File: src/rtl/pdc_pkg.sv
// Shared types and constants for the four-channel PID drive core.
package pdc_pkg;

    localparam int CHANNELS = 4;
    localparam int CH_W     = (CHANNELS > 1) ? $clog2(CHANNELS) : 1;

    localparam int ERR_W    = 16;
    localparam int DELTA_W  = 24;
    localparam int INTEG_W  = 32;
    localparam int LIMIT_W  = 31;
    localparam int DRIVE_W  = 8;

    // shared multiplier: 17-bit signed coefficient times 33-bit signed operand
    localparam int MUL_A_W  = 17;
    localparam int MUL_B_W  = 33;
    localparam int PROD_W   = MUL_A_W + MUL_B_W;

    localparam logic signed [DRIVE_W-1:0] DRIVE_MAX = 8'sd120;
    localparam logic signed [DRIVE_W-1:0] DRIVE_MIN = -8'sd120;

    // configuration register indexes
    localparam int CFG_IDX_W = 3;
    localparam logic [CFG_IDX_W-1:0] CFG_GAIN_P    = 3'd0;
    localparam logic [CFG_IDX_W-1:0] CFG_GAIN_I    = 3'd1;
    localparam logic [CFG_IDX_W-1:0] CFG_GAIN_D    = 3'd2;
    localparam logic [CFG_IDX_W-1:0] CFG_MOMENTUM  = 3'd3;
    localparam logic [CFG_IDX_W-1:0] CFG_INV_RATE  = 3'd4;
    localparam logic [CFG_IDX_W-1:0] CFG_INT_LIMIT = 3'd5;
    localparam int CFG_DATA_W = 31;

    localparam logic [15:0]        INV_RATE_RST  = 16'd655;
    localparam logic [LIMIT_W-1:0] INT_LIMIT_RST = 31'h7FFF_FFFF;

    typedef struct packed {
        logic signed [15:0]        gain_p;
        logic signed [15:0]        gain_i;
        logic signed [15:0]        gain_d;
        logic [7:0]                momentum;
        logic [15:0]               inv_rate;
        logic [LIMIT_W-1:0]        integral_limit;
    } t_cfg;

    // one word of per-channel loop state
    typedef struct packed {
        logic signed [ERR_W-1:0]   last_error;
        logic signed [DELTA_W-1:0] delta;
        logic signed [INTEG_W-1:0] integral;
    } t_state_word;

endpackage

File: src/rtl/four_channel_pid_drive_core.sv
// Top level of the four-channel PID drive core: control, state memory, output register.
//
//  channel  | direction | handshake                  | payload
//  ---------+-----------+----------------------------+------------------------------------
//  input    | in        | i_in_valid / o_in_stall    | i_operation, i_error_0..i_error_3
//  result   | out       | o_out_valid / i_out_stall  | o_drive_0..o_drive_3
//  config   | in        | i_cfg_we (no wait)         | i_cfg_index, i_cfg_wdata
//
// A control item runs each channel as five products in a row on the single multiplier
// in pdc_chan_unit, plus result conversion. A priming item makes one state write per
// channel; a clear only stops the loop and writes no state. Reset is synchronous and
// needs no memory sweep. One item is worked at a time; a finished result waits in the
// output register under stall while the next item is accepted and worked.
module four_channel_pid_drive_core (
    input  logic                               i_clk,
    input  logic                               i_rst_n,

    input  logic                               i_in_valid,
    output logic                               o_in_stall,
    input  logic                               i_operation,
    input  logic signed [pdc_pkg::ERR_W-1:0]   i_error_0,
    input  logic signed [pdc_pkg::ERR_W-1:0]   i_error_1,
    input  logic signed [pdc_pkg::ERR_W-1:0]   i_error_2,
    input  logic signed [pdc_pkg::ERR_W-1:0]   i_error_3,

    output logic                               o_out_valid,
    input  logic                               i_out_stall,
    output logic signed [pdc_pkg::DRIVE_W-1:0] o_drive_0,
    output logic signed [pdc_pkg::DRIVE_W-1:0] o_drive_1,
    output logic signed [pdc_pkg::DRIVE_W-1:0] o_drive_2,
    output logic signed [pdc_pkg::DRIVE_W-1:0] o_drive_3,

    input  logic                               i_cfg_we,
    input  logic [pdc_pkg::CFG_IDX_W-1:0]      i_cfg_index,
    input  logic [pdc_pkg::CFG_DATA_W-1:0]     i_cfg_wdata
);

    typedef enum logic [3:0] {
        ST_IDLE  = 4'b0001,
        ST_PRIME = 4'b0010,
        ST_CALC  = 4'b0100,
        ST_EMIT  = 4'b1000
    } t_top_state;

    t_top_state r_state, n_state;

    logic [pdc_pkg::CH_W-1:0] r_ch, n_ch;
    logic                     r_running, n_running;
    logic                     r_start, n_start;
    logic                     r_out_valid;
    pdc_pkg::t_cfg            r_cfg;

    logic signed [pdc_pkg::ERR_W-1:0]   r_err [pdc_pkg::CHANNELS];
    logic signed [pdc_pkg::DRIVE_W-1:0] r_res [pdc_pkg::CHANNELS];
    logic signed [pdc_pkg::DRIVE_W-1:0] r_out [pdc_pkg::CHANNELS];

    // per-channel loop state
    pdc_pkg::t_state_word r_mem [pdc_pkg::CHANNELS];
    pdc_pkg::t_state_word r_rdata;
    pdc_pkg::t_state_word mem_wdata;
    logic                 mem_we;

    logic                                in_acc;
    logic                                out_free;
    logic                                last_ch;
    logic                                u_done;
    logic signed [pdc_pkg::DRIVE_W-1:0]  u_drive;
    pdc_pkg::t_state_word                u_state;

    assign o_in_stall = (r_state != ST_IDLE);
    assign in_acc     = i_in_valid && (r_state == ST_IDLE);
    assign out_free   = !r_out_valid || !i_out_stall;
    assign last_ch    = (r_ch == pdc_pkg::CH_W'(pdc_pkg::CHANNELS - 1));

    always_comb begin
        n_state   = r_state;
        n_ch      = r_ch;
        n_running = r_running;
        n_start   = 1'b0;
        mem_we    = 1'b0;
        mem_wdata = u_state;
        unique case (r_state)
            ST_IDLE: begin
                if (in_acc) begin
                    if (i_operation) begin
                        n_running = 1'b0;
                    end else if (!r_running) begin
                        n_state = ST_PRIME;
                        n_ch    = '0;
                    end else begin
                        n_state = ST_CALC;
                        n_ch    = '0;
                        n_start = 1'b1;
                    end
                end
            end
            ST_PRIME: begin
                mem_we               = 1'b1;
                mem_wdata.last_error = r_err[r_ch];
                mem_wdata.delta      = '0;
                mem_wdata.integral   = '0;
                if (last_ch) begin
                    n_running = 1'b1;
                    n_state   = ST_IDLE;
                end else begin
                    n_ch = r_ch + 1'b1;
                end
            end
            ST_CALC: begin
                if (u_done) begin
                    mem_we = 1'b1;
                    if (last_ch) begin
                        n_state = ST_EMIT;
                    end else begin
                        n_ch    = r_ch + 1'b1;
                        n_start = 1'b1;
                    end
                end
            end
            ST_EMIT: begin
                if (out_free) n_state = ST_IDLE;
            end
            default: n_state = ST_IDLE;
        endcase
    end

    always_ff @(posedge i_clk) begin
        if (!i_rst_n) begin
            r_state     <= ST_IDLE;
            r_ch        <= '0;
            r_running   <= 1'b0;
            r_start     <= 1'b0;
            r_out_valid <= 1'b0;
        end else begin
            r_state   <= n_state;
            r_ch      <= n_ch;
            r_running <= n_running;
            r_start   <= n_start;
            if (r_state == ST_EMIT && out_free) begin
                r_out_valid <= 1'b1;
            end else if (!i_out_stall) begin
                r_out_valid <= 1'b0;
            end
        end
    end

    // configuration registers
    always_ff @(posedge i_clk) begin
        if (!i_rst_n) begin
            r_cfg.gain_p         <= '0;
            r_cfg.gain_i         <= '0;
            r_cfg.gain_d         <= '0;
            r_cfg.momentum       <= '0;
            r_cfg.inv_rate       <= pdc_pkg::INV_RATE_RST;
            r_cfg.integral_limit <= pdc_pkg::INT_LIMIT_RST;
        end else if (i_cfg_we) begin
            unique case (i_cfg_index)
                pdc_pkg::CFG_GAIN_P:    r_cfg.gain_p         <= i_cfg_wdata[15:0];
                pdc_pkg::CFG_GAIN_I:    r_cfg.gain_i         <= i_cfg_wdata[15:0];
                pdc_pkg::CFG_GAIN_D:    r_cfg.gain_d         <= i_cfg_wdata[15:0];
                pdc_pkg::CFG_MOMENTUM:  r_cfg.momentum       <= i_cfg_wdata[7:0];
                pdc_pkg::CFG_INV_RATE:  r_cfg.inv_rate       <= i_cfg_wdata[15:0];
                pdc_pkg::CFG_INT_LIMIT: r_cfg.integral_limit <= i_cfg_wdata;
                default: begin
                end
            endcase
        end
    end

    // item capture, per-channel results, output register
    always_ff @(posedge i_clk) begin
        if (in_acc) begin
            r_err[0] <= i_error_0;
            r_err[1] <= i_error_1;
            r_err[2] <= i_error_2;
            r_err[3] <= i_error_3;
        end
        if (r_state == ST_CALC && u_done) begin
            r_res[r_ch] <= u_drive;
        end
        if (r_state == ST_EMIT && out_free) begin
            r_out <= r_res;
        end
    end

    // state memory: read address is the channel of the coming cycle
    always_ff @(posedge i_clk) begin
        if (mem_we) begin
            r_mem[r_ch] <= mem_wdata;
        end
        r_rdata <= r_mem[n_ch];
    end

    pdc_chan_unit u_chan (
        .i_clk   (i_clk),
        .i_rst_n (i_rst_n),
        .i_start (r_start),
        .i_cfg   (r_cfg),
        .i_error (r_err[r_ch]),
        .i_state (r_rdata),
        .o_done  (u_done),
        .o_drive (u_drive),
        .o_state (u_state)
    );

    assign o_out_valid = r_out_valid;
    assign o_drive_0   = r_out[0];
    assign o_drive_1   = r_out[1];
    assign o_drive_2   = r_out[2];
    assign o_drive_3   = r_out[3];

endmodule

File: src/rtl/pdc_chan_unit.sv
// Per-channel PID update on one shared multiplier, one product per cycle.
module pdc_chan_unit (
    input  logic                                  i_clk,
    input  logic                                  i_rst_n,
    input  logic                                  i_start,
    input  pdc_pkg::t_cfg                         i_cfg,
    input  logic signed [pdc_pkg::ERR_W-1:0]      i_error,
    input  pdc_pkg::t_state_word                  i_state,
    output logic                                  o_done,
    output logic signed [pdc_pkg::DRIVE_W-1:0]    o_drive,
    output pdc_pkg::t_state_word                  o_state
);

    typedef enum logic [6:0] {
        S_IDLE = 7'b0000001,
        S_DER  = 7'b0000010,
        S_INT  = 7'b0000100,
        S_DMUL = 7'b0001000,
        S_IMUL = 7'b0010000,
        S_ACC  = 7'b0100000,
        S_OUT  = 7'b1000000
    } t_step;

    t_step r_step, n_step;

    logic signed [pdc_pkg::ERR_W-1:0]   r_e, r_last;
    logic signed [pdc_pkg::DELTA_W-1:0] r_d;
    logic signed [pdc_pkg::INTEG_W-1:0] r_i;
    logic signed [pdc_pkg::PROD_W-1:0]  r_prod;
    logic signed [pdc_pkg::PROD_W-1:0]  r_acc;

    logic signed [pdc_pkg::MUL_A_W-1:0] mul_a;
    logic signed [pdc_pkg::MUL_B_W-1:0] mul_b;
    logic signed [pdc_pkg::PROD_W-1:0]  mul_p;

    logic signed [16:0]                 diff;
    logic signed [24:0]                 mom_term;
    logic signed [25:0]                 dsum;
    logic signed [pdc_pkg::DELTA_W-1:0] d_new;

    logic signed [16:0]                 inc;
    logic signed [33:0]                 isum;
    logic signed [33:0]                 lim_pos;
    logic signed [33:0]                 lim_neg;
    logic signed [pdc_pkg::INTEG_W-1:0] i_new;

    logic signed [33:0]                 quot;
    logic signed [33:0]                 quot_t;

    // operand select for the shared multiplier
    always_comb begin
        unique case (r_step)
            S_IDLE: begin
                mul_a = $signed({9'b0, i_cfg.momentum});
                mul_b = 33'(i_state.delta);
            end
            S_DER: begin
                mul_a = $signed({1'b0, i_cfg.inv_rate});
                mul_b = 33'(r_e);
            end
            S_INT: begin
                mul_a = 17'(i_cfg.gain_p);
                mul_b = 33'(r_e);
            end
            S_DMUL: begin
                mul_a = 17'(i_cfg.gain_d);
                mul_b = 33'(r_d);
            end
            S_IMUL: begin
                mul_a = 17'(i_cfg.gain_i);
                mul_b = 33'(r_i);
            end
            default: begin
                mul_a = '0;
                mul_b = '0;
            end
        endcase
    end

    assign mul_p = mul_a * mul_b;

    // smoothed derivative: floor(momentum*old/256) is an arithmetic shift
    always_comb begin
        diff     = 17'(r_e) - 17'(r_last);
        mom_term = r_prod[32:8];
        dsum     = 26'(diff) + 26'(mom_term);
        if (dsum[25:23] == 3'b000 || dsum[25:23] == 3'b111) begin
            d_new = dsum[23:0];
        end else if (dsum[25]) begin
            d_new = {1'b1, {(pdc_pkg::DELTA_W-1){1'b0}}};
        end else begin
            d_new = {1'b0, {(pdc_pkg::DELTA_W-1){1'b1}}};
        end
    end

    // integral with symmetric windup clamp
    always_comb begin
        inc     = r_prod[32:16];
        isum    = 34'(r_i) + 34'(inc);
        lim_pos = $signed({3'b000, i_cfg.integral_limit});
        lim_neg = -lim_pos;
        if (isum > lim_pos) begin
            i_new = lim_pos[31:0];
        end else if (isum < lim_neg) begin
            i_new = lim_neg[31:0];
        end else begin
            i_new = isum[31:0];
        end
    end

    // Q.16 accumulator to integer, truncated toward zero, then clipped
    always_comb begin
        quot   = r_acc[pdc_pkg::PROD_W-1:16];
        quot_t = quot + 34'(r_acc[pdc_pkg::PROD_W-1] && (r_acc[15:0] != 16'd0));
        if (quot_t > 34'(pdc_pkg::DRIVE_MAX)) begin
            o_drive = pdc_pkg::DRIVE_MAX;
        end else if (quot_t < 34'(pdc_pkg::DRIVE_MIN)) begin
            o_drive = pdc_pkg::DRIVE_MIN;
        end else begin
            o_drive = quot_t[pdc_pkg::DRIVE_W-1:0];
        end
    end

    always_comb begin
        n_step = r_step;
        unique case (r_step)
            S_IDLE:  if (i_start) n_step = S_DER;
            S_DER:   n_step = S_INT;
            S_INT:   n_step = S_DMUL;
            S_DMUL:  n_step = S_IMUL;
            S_IMUL:  n_step = S_ACC;
            S_ACC:   n_step = S_OUT;
            S_OUT:   n_step = S_IDLE;
            default: n_step = S_IDLE;
        endcase
    end

    always_ff @(posedge i_clk) begin
        if (!i_rst_n) begin
            r_step <= S_IDLE;
        end else begin
            r_step <= n_step;
        end
    end

    always_ff @(posedge i_clk) begin
        case (r_step)
            S_IDLE: begin
                if (i_start) begin
                    r_e    <= i_error;
                    r_last <= i_state.last_error;
                    r_d    <= i_state.delta;
                    r_i    <= i_state.integral;
                    r_prod <= mul_p;
                end
            end
            S_DER: begin
                r_d    <= d_new;
                r_prod <= mul_p;
            end
            S_INT: begin
                r_i    <= i_new;
                r_prod <= mul_p;
            end
            S_DMUL: begin
                r_acc  <= r_prod;
                r_prod <= mul_p;
            end
            S_IMUL: begin
                r_acc  <= r_acc + r_prod;
                r_prod <= mul_p;
            end
            S_ACC: begin
                r_acc  <= r_acc + r_prod;
            end
            default: begin
            end
        endcase
    end

    assign o_done             = (r_step == S_OUT);
    assign o_state.last_error = r_e;
    assign o_state.delta      = r_d;
    assign o_state.integral   = r_i;

endmodule

File: config.mk
export PLATFORM = sky130hd
export DESIGN_NAME = four_channel_pid_drive_core
export DESIGN_NICKNAME = d
export VERILOG_FILES = /design/src/rtl/pdc_pkg.sv /design/src/rtl/four_channel_pid_drive_core.sv /design/src/rtl/pdc_chan_unit.sv
export SDC_FILE = /design/constraint.sdc
export NUM_CORES = 2
export LEC_CHECK = 0
export ABC_CLOCK_PERIOD_IN_PS = 9830
export BUFFER_PORTS_ARGS = -buffer_cell sky130_fd_sc_hd__buf_2
export CAP_MARGIN = 40
export CORE_ASPECT_RATIO = 0.75
export CORE_UTILIZATION = 40
export CTS_BUF_LIST = sky130_fd_sc_hd__clkbuf_4
export DETAILED_ROUTE_END_ITERATION = 8
export PLACE_DENSITY_LB_ADDON = 0.3
export SLEW_MARGIN = 20
export SYNTH_ARGS = -nofsm -noshare
export SYNTH_HDL_FRONTEND = slang
export SYNTH_HIERARCHICAL = 1
export SYNTH_SLANG_ARGS = --single-unit
export TNS_END_PERCENT = 1
File: constraint.sdc
create_clock -name i_clk -period 9.83 [get_ports i_clk]
set_clock_uncertainty 0.2 [all_clocks]
set_input_delay 1.4745 -clock i_clk [delete_from_list [all_inputs] [get_ports i_clk]]
set_output_delay 1.4745 -clock i_clk [all_outputs]
set_load 0.05 [all_outputs]
==> run metrics <==
Mapped Area=0.05793 mm2; power share of the combinational group=between 10 and 15%; drt drc=0; area delta synth->final=10.47%; # placed instances=roughly 7300; cell with the most instances on the worst path=fa_1; endpoints failing hold=0; CP max FO=19; sequential share of power=50.2%; Distinct cells, synth=110; RR Endpoint=u_chan/r_prod[46]; CTS Hold Bufs=0; synth warn=6; Pins Over Slew Limit=0; Die Ht=about 330 um; Setup Viol. Count Final=0; Core Area=roughly 0.14 mm2; Leakage=27.84 nW; critical path class=reg2reg; Post-synth ARST share=0%; WL/cell=22.11 um; Setup crit start kind=flip-flop; flops & latches, synth=795; Bufs and invs on worst path=4; # port buffers=137; max_cap viols=0; reg2reg setup slack=0.56 ns; Vias=around 43000; WHS Path Cells=0; Slew @ Worst Pin=0.9807 ns; Setup TNS=0 ns; vias per cell=5.530; Cell Int Power=~5.5 mW; CTS buffer count=between 150 and 200; clock network power share=37.7%; Initial Util=approximately 40%; Root Buffer=clkbuf_4; Rows=120; synthesized instance count=around 5400; total track usage=a little under a quarter; die width=between 400 and 500 um; slowest stage delay, CP=0.64 ns; drt pass-1 iters=6; Critical Path AT=9.94 ns; Post-synth top cells=706 x inv_1, 693 x nand2_1, 604 x edfxtp_1; Critical R2R Launch=u_chan/r_step[0]; top cell type's share of synthesized area=approximately 31%; sequential-to-total area share from yosys stat=a little under two fifths; syn avg cell area=around 11 um2; clk buf depth=3; drt first-iter violations=about 4200; Post-synth EDFFs=604; Slowest-stage cell, CP=fa_1; final antenna-violating net count=0; worst vdd ir=between 0.1 and 0.15 mV; GR Overflow Total=0; crit-path leading delay family=adder cells; CTS Sinks=795; largest net degree at the start of global routing=95; Hold Crit Start=r_rdata[64]; RSZ-0062 raised after global routing=no; top_reg_cell synth=edfxtp_1; syn_nets=about 6400; H-tree levels=4; Critical Path RT=about 11 ns; Routed WL=170400 um; Finished Layout Cells=about 7700; initial antenna violation count=15; Tmin final=around 9.3 ns; worst skew pair latency=~1.2 ns; switching part of the total=between 20% and 30%; Ports=around 140; Hold Path Class=reg2reg; status=finished clean; clock-pin slew on the worst setup and hold paths=0.07 ns; global-route wire length before repair=between 200000 and 300000 um; Slew HR=34.48%; Synth area leaders=edfxtp_1 31%, fa_1 19%, dfxtp_1 6.6%; DIE AREA=between 0.1 and 0.15 mm2; GPL Wtd Cong=a little under 1; vias in the first global route=about 42000; Reg2Reg Depth=27; Tcrit/Tclk final=a little over nine tenths; nets=about 6600; Yosys top cell by area=edfxtp_1; fmax=roughly 0.11 GHz; Hold EP=u_chan/r_last[8]; DPL Wire Length=roughly 130000 um; CTS tree=done; layout cells sized above 1=~13%; Crit. End Element=flip-flop; most numerous cell in the Yosys netlist=inv_1; net switching power=roughly 2.1 mW; power density over the cells=119.0 mW/mm2
[power by group through the flow]
stage	sequential (mW)	combinational, mW	clock [mW]
2_1_floorplan	3.87	0.627	0
3_3_place_gp	3.89	0.890	0
3_5_place_dp	3.89	0.911	0
4_1_cts	3.82	0.919	2.97
5_1_grt	3.83	1.01	3.13
6_report	3.82	0.926	2.87
[what timing repair did]
action | in CTS | in global routing
buffers inserted | 0 | 0
resized for setup | 0 | 1
setup endpoints to repair | 0 | 1
[metal layers]
metal / wire length (um) / global-route usage (%) / vias to the layer above
met4: 4388 / 7.916 / 0
met1: 80260 / 36.44 / 21370
li1: - / - / 19120
met3: 18360 / 6.363 / 217
met2: 67350 / 31.42 / 1895
met5: 0 / 0 / -
[logic make-up (layout without fill, tap and decap cells)]
logic type | count (synthesis) | count (layout) | synth area share, %
buffers and inverters | 921 | 1320 | 6.342
AO/OA/AOI/OAI | 916 | 916 | 10.92
adder cells (fa/ha/maj) | 843 | 843 | 25.37
flip-flops | 795 | 795 | 37.91
multiplexers | 114 | 114 | 3.935
XOR/XNOR | 160 | 160 | 2.464
AND/OR/NAND/NOR | 1657 | 1657 | 13.05
other | 0 | 8 | 0
[area by class of cell]
type	instances	area [um2]
multi-input cells	3690	32540
inverters	706	2650
diodes	8	20.02
clock buffers	288	2162
flip-flops and latches	795	21960
repair buffers	261	1886
fillers	13630	79240
clock inverters	65	407.9
well taps	1891	2366
[sequential cells by signal (all words and copies together) (netlist names), 2 cells and up]
register,cells
u_chan/r_prod,50
r_state,4
u_chan/r_e,16
u_chan/r_acc,50
r_ch,2
u_chan/r_last,16
u_chan/r_i,32
r_res,32
r_mem,288
r_cfg,103
u_chan/r_d,24
o_drive_3,8
r_err,64
u_chan/r_step,7
o_drive_1,8
r_rdata,72
o_drive_0,8
o_drive_2,8
[worst max path at each step]
stage	end	cells after the start	slack, ns	from
2_1_floorplan	u_chan/r_prod[34]	31	1.66	u_chan/r_step[0]
3_3_place_gp	u_chan/r_prod[49]	28	0.74	u_chan/r_step[0]
3_5_place_dp	u_chan/r_prod[46]	28	0.66	u_chan/r_step[0]
4_1_cts	u_chan/r_prod[46]	28	0.63	u_chan/r_step[0]
5_1_grt	u_chan/r_prod[46]	27	0.06	u_chan/r_step[0]
6_report	u_chan/r_prod[46]	27	0.56	u_chan/r_step[0]
[stage by stage]
step	util [%]	total power, mW	setup WS, ns	hold WS [ns]	instance area (um2)
5_1_grt	44.67	7.966	0.05891	0.1575	63990
4_1_cts	44.55	7.709	0.6255	0.06511	63820
6_report	44.68	7.614	0.5627	0.1768	64000
3_3_place_gp	42.57	4.782	0.7426	0.1871	60980
2_1_floorplan	-	4.493	1.663	0.1855	57930
3_5_place_dp	42.76	4.804	0.6588	0.1887	61250
[worst reg2reg max path: stages, from the launching register on]
cell      delay (ns)
dfxtp_1         0.37
nor4_1          0.50
nand2b_1        0.28
nor2_4          0.42
buf_4           0.37
a22o_1          0.22
a221o_1         0.35
nand2_1         0.15
fa_1            0.64
fa_1            0.49
fa_1            0.43
inv_1           0.08
fa_1            0.44
fa_1            0.56
inv_1           0.06
fa_1            0.48
inv_1           0.04
ha_1            0.35
and3_1          0.19
a31o_1          0.22
a41o_1          0.24
a31o_1          0.32
a211o_1         0.37
a21oi_2         0.27
o21ai_1         0.25
a21oi_1         0.36
nor3_1          0.10
a311o_1         0.27
[cell usage in the layout (no fill, tap or decap), types with 104 or more instances in the layout]
cell / netlist / final
nand3_1: 105 / 104
ha_1: 290 / 290
a21oi_1: 204 / 202
clkbuf_4: 0 / 288
buf_4: 2 / 107
nand2_1: 693 / 693
inv_1: 706 / 706
edfxtp_1: 604 / 604
xnor2_1: 109 / 109
fa_1: 553 / 553
nor2_1: 462 / 457
a21o_1: 105 / 104
o21ai_0: 120 / 120
dfxtp_1: 191 / 190
buf_2: 25 / 137
Note: power is estimated with default switching activity, not from simulation.
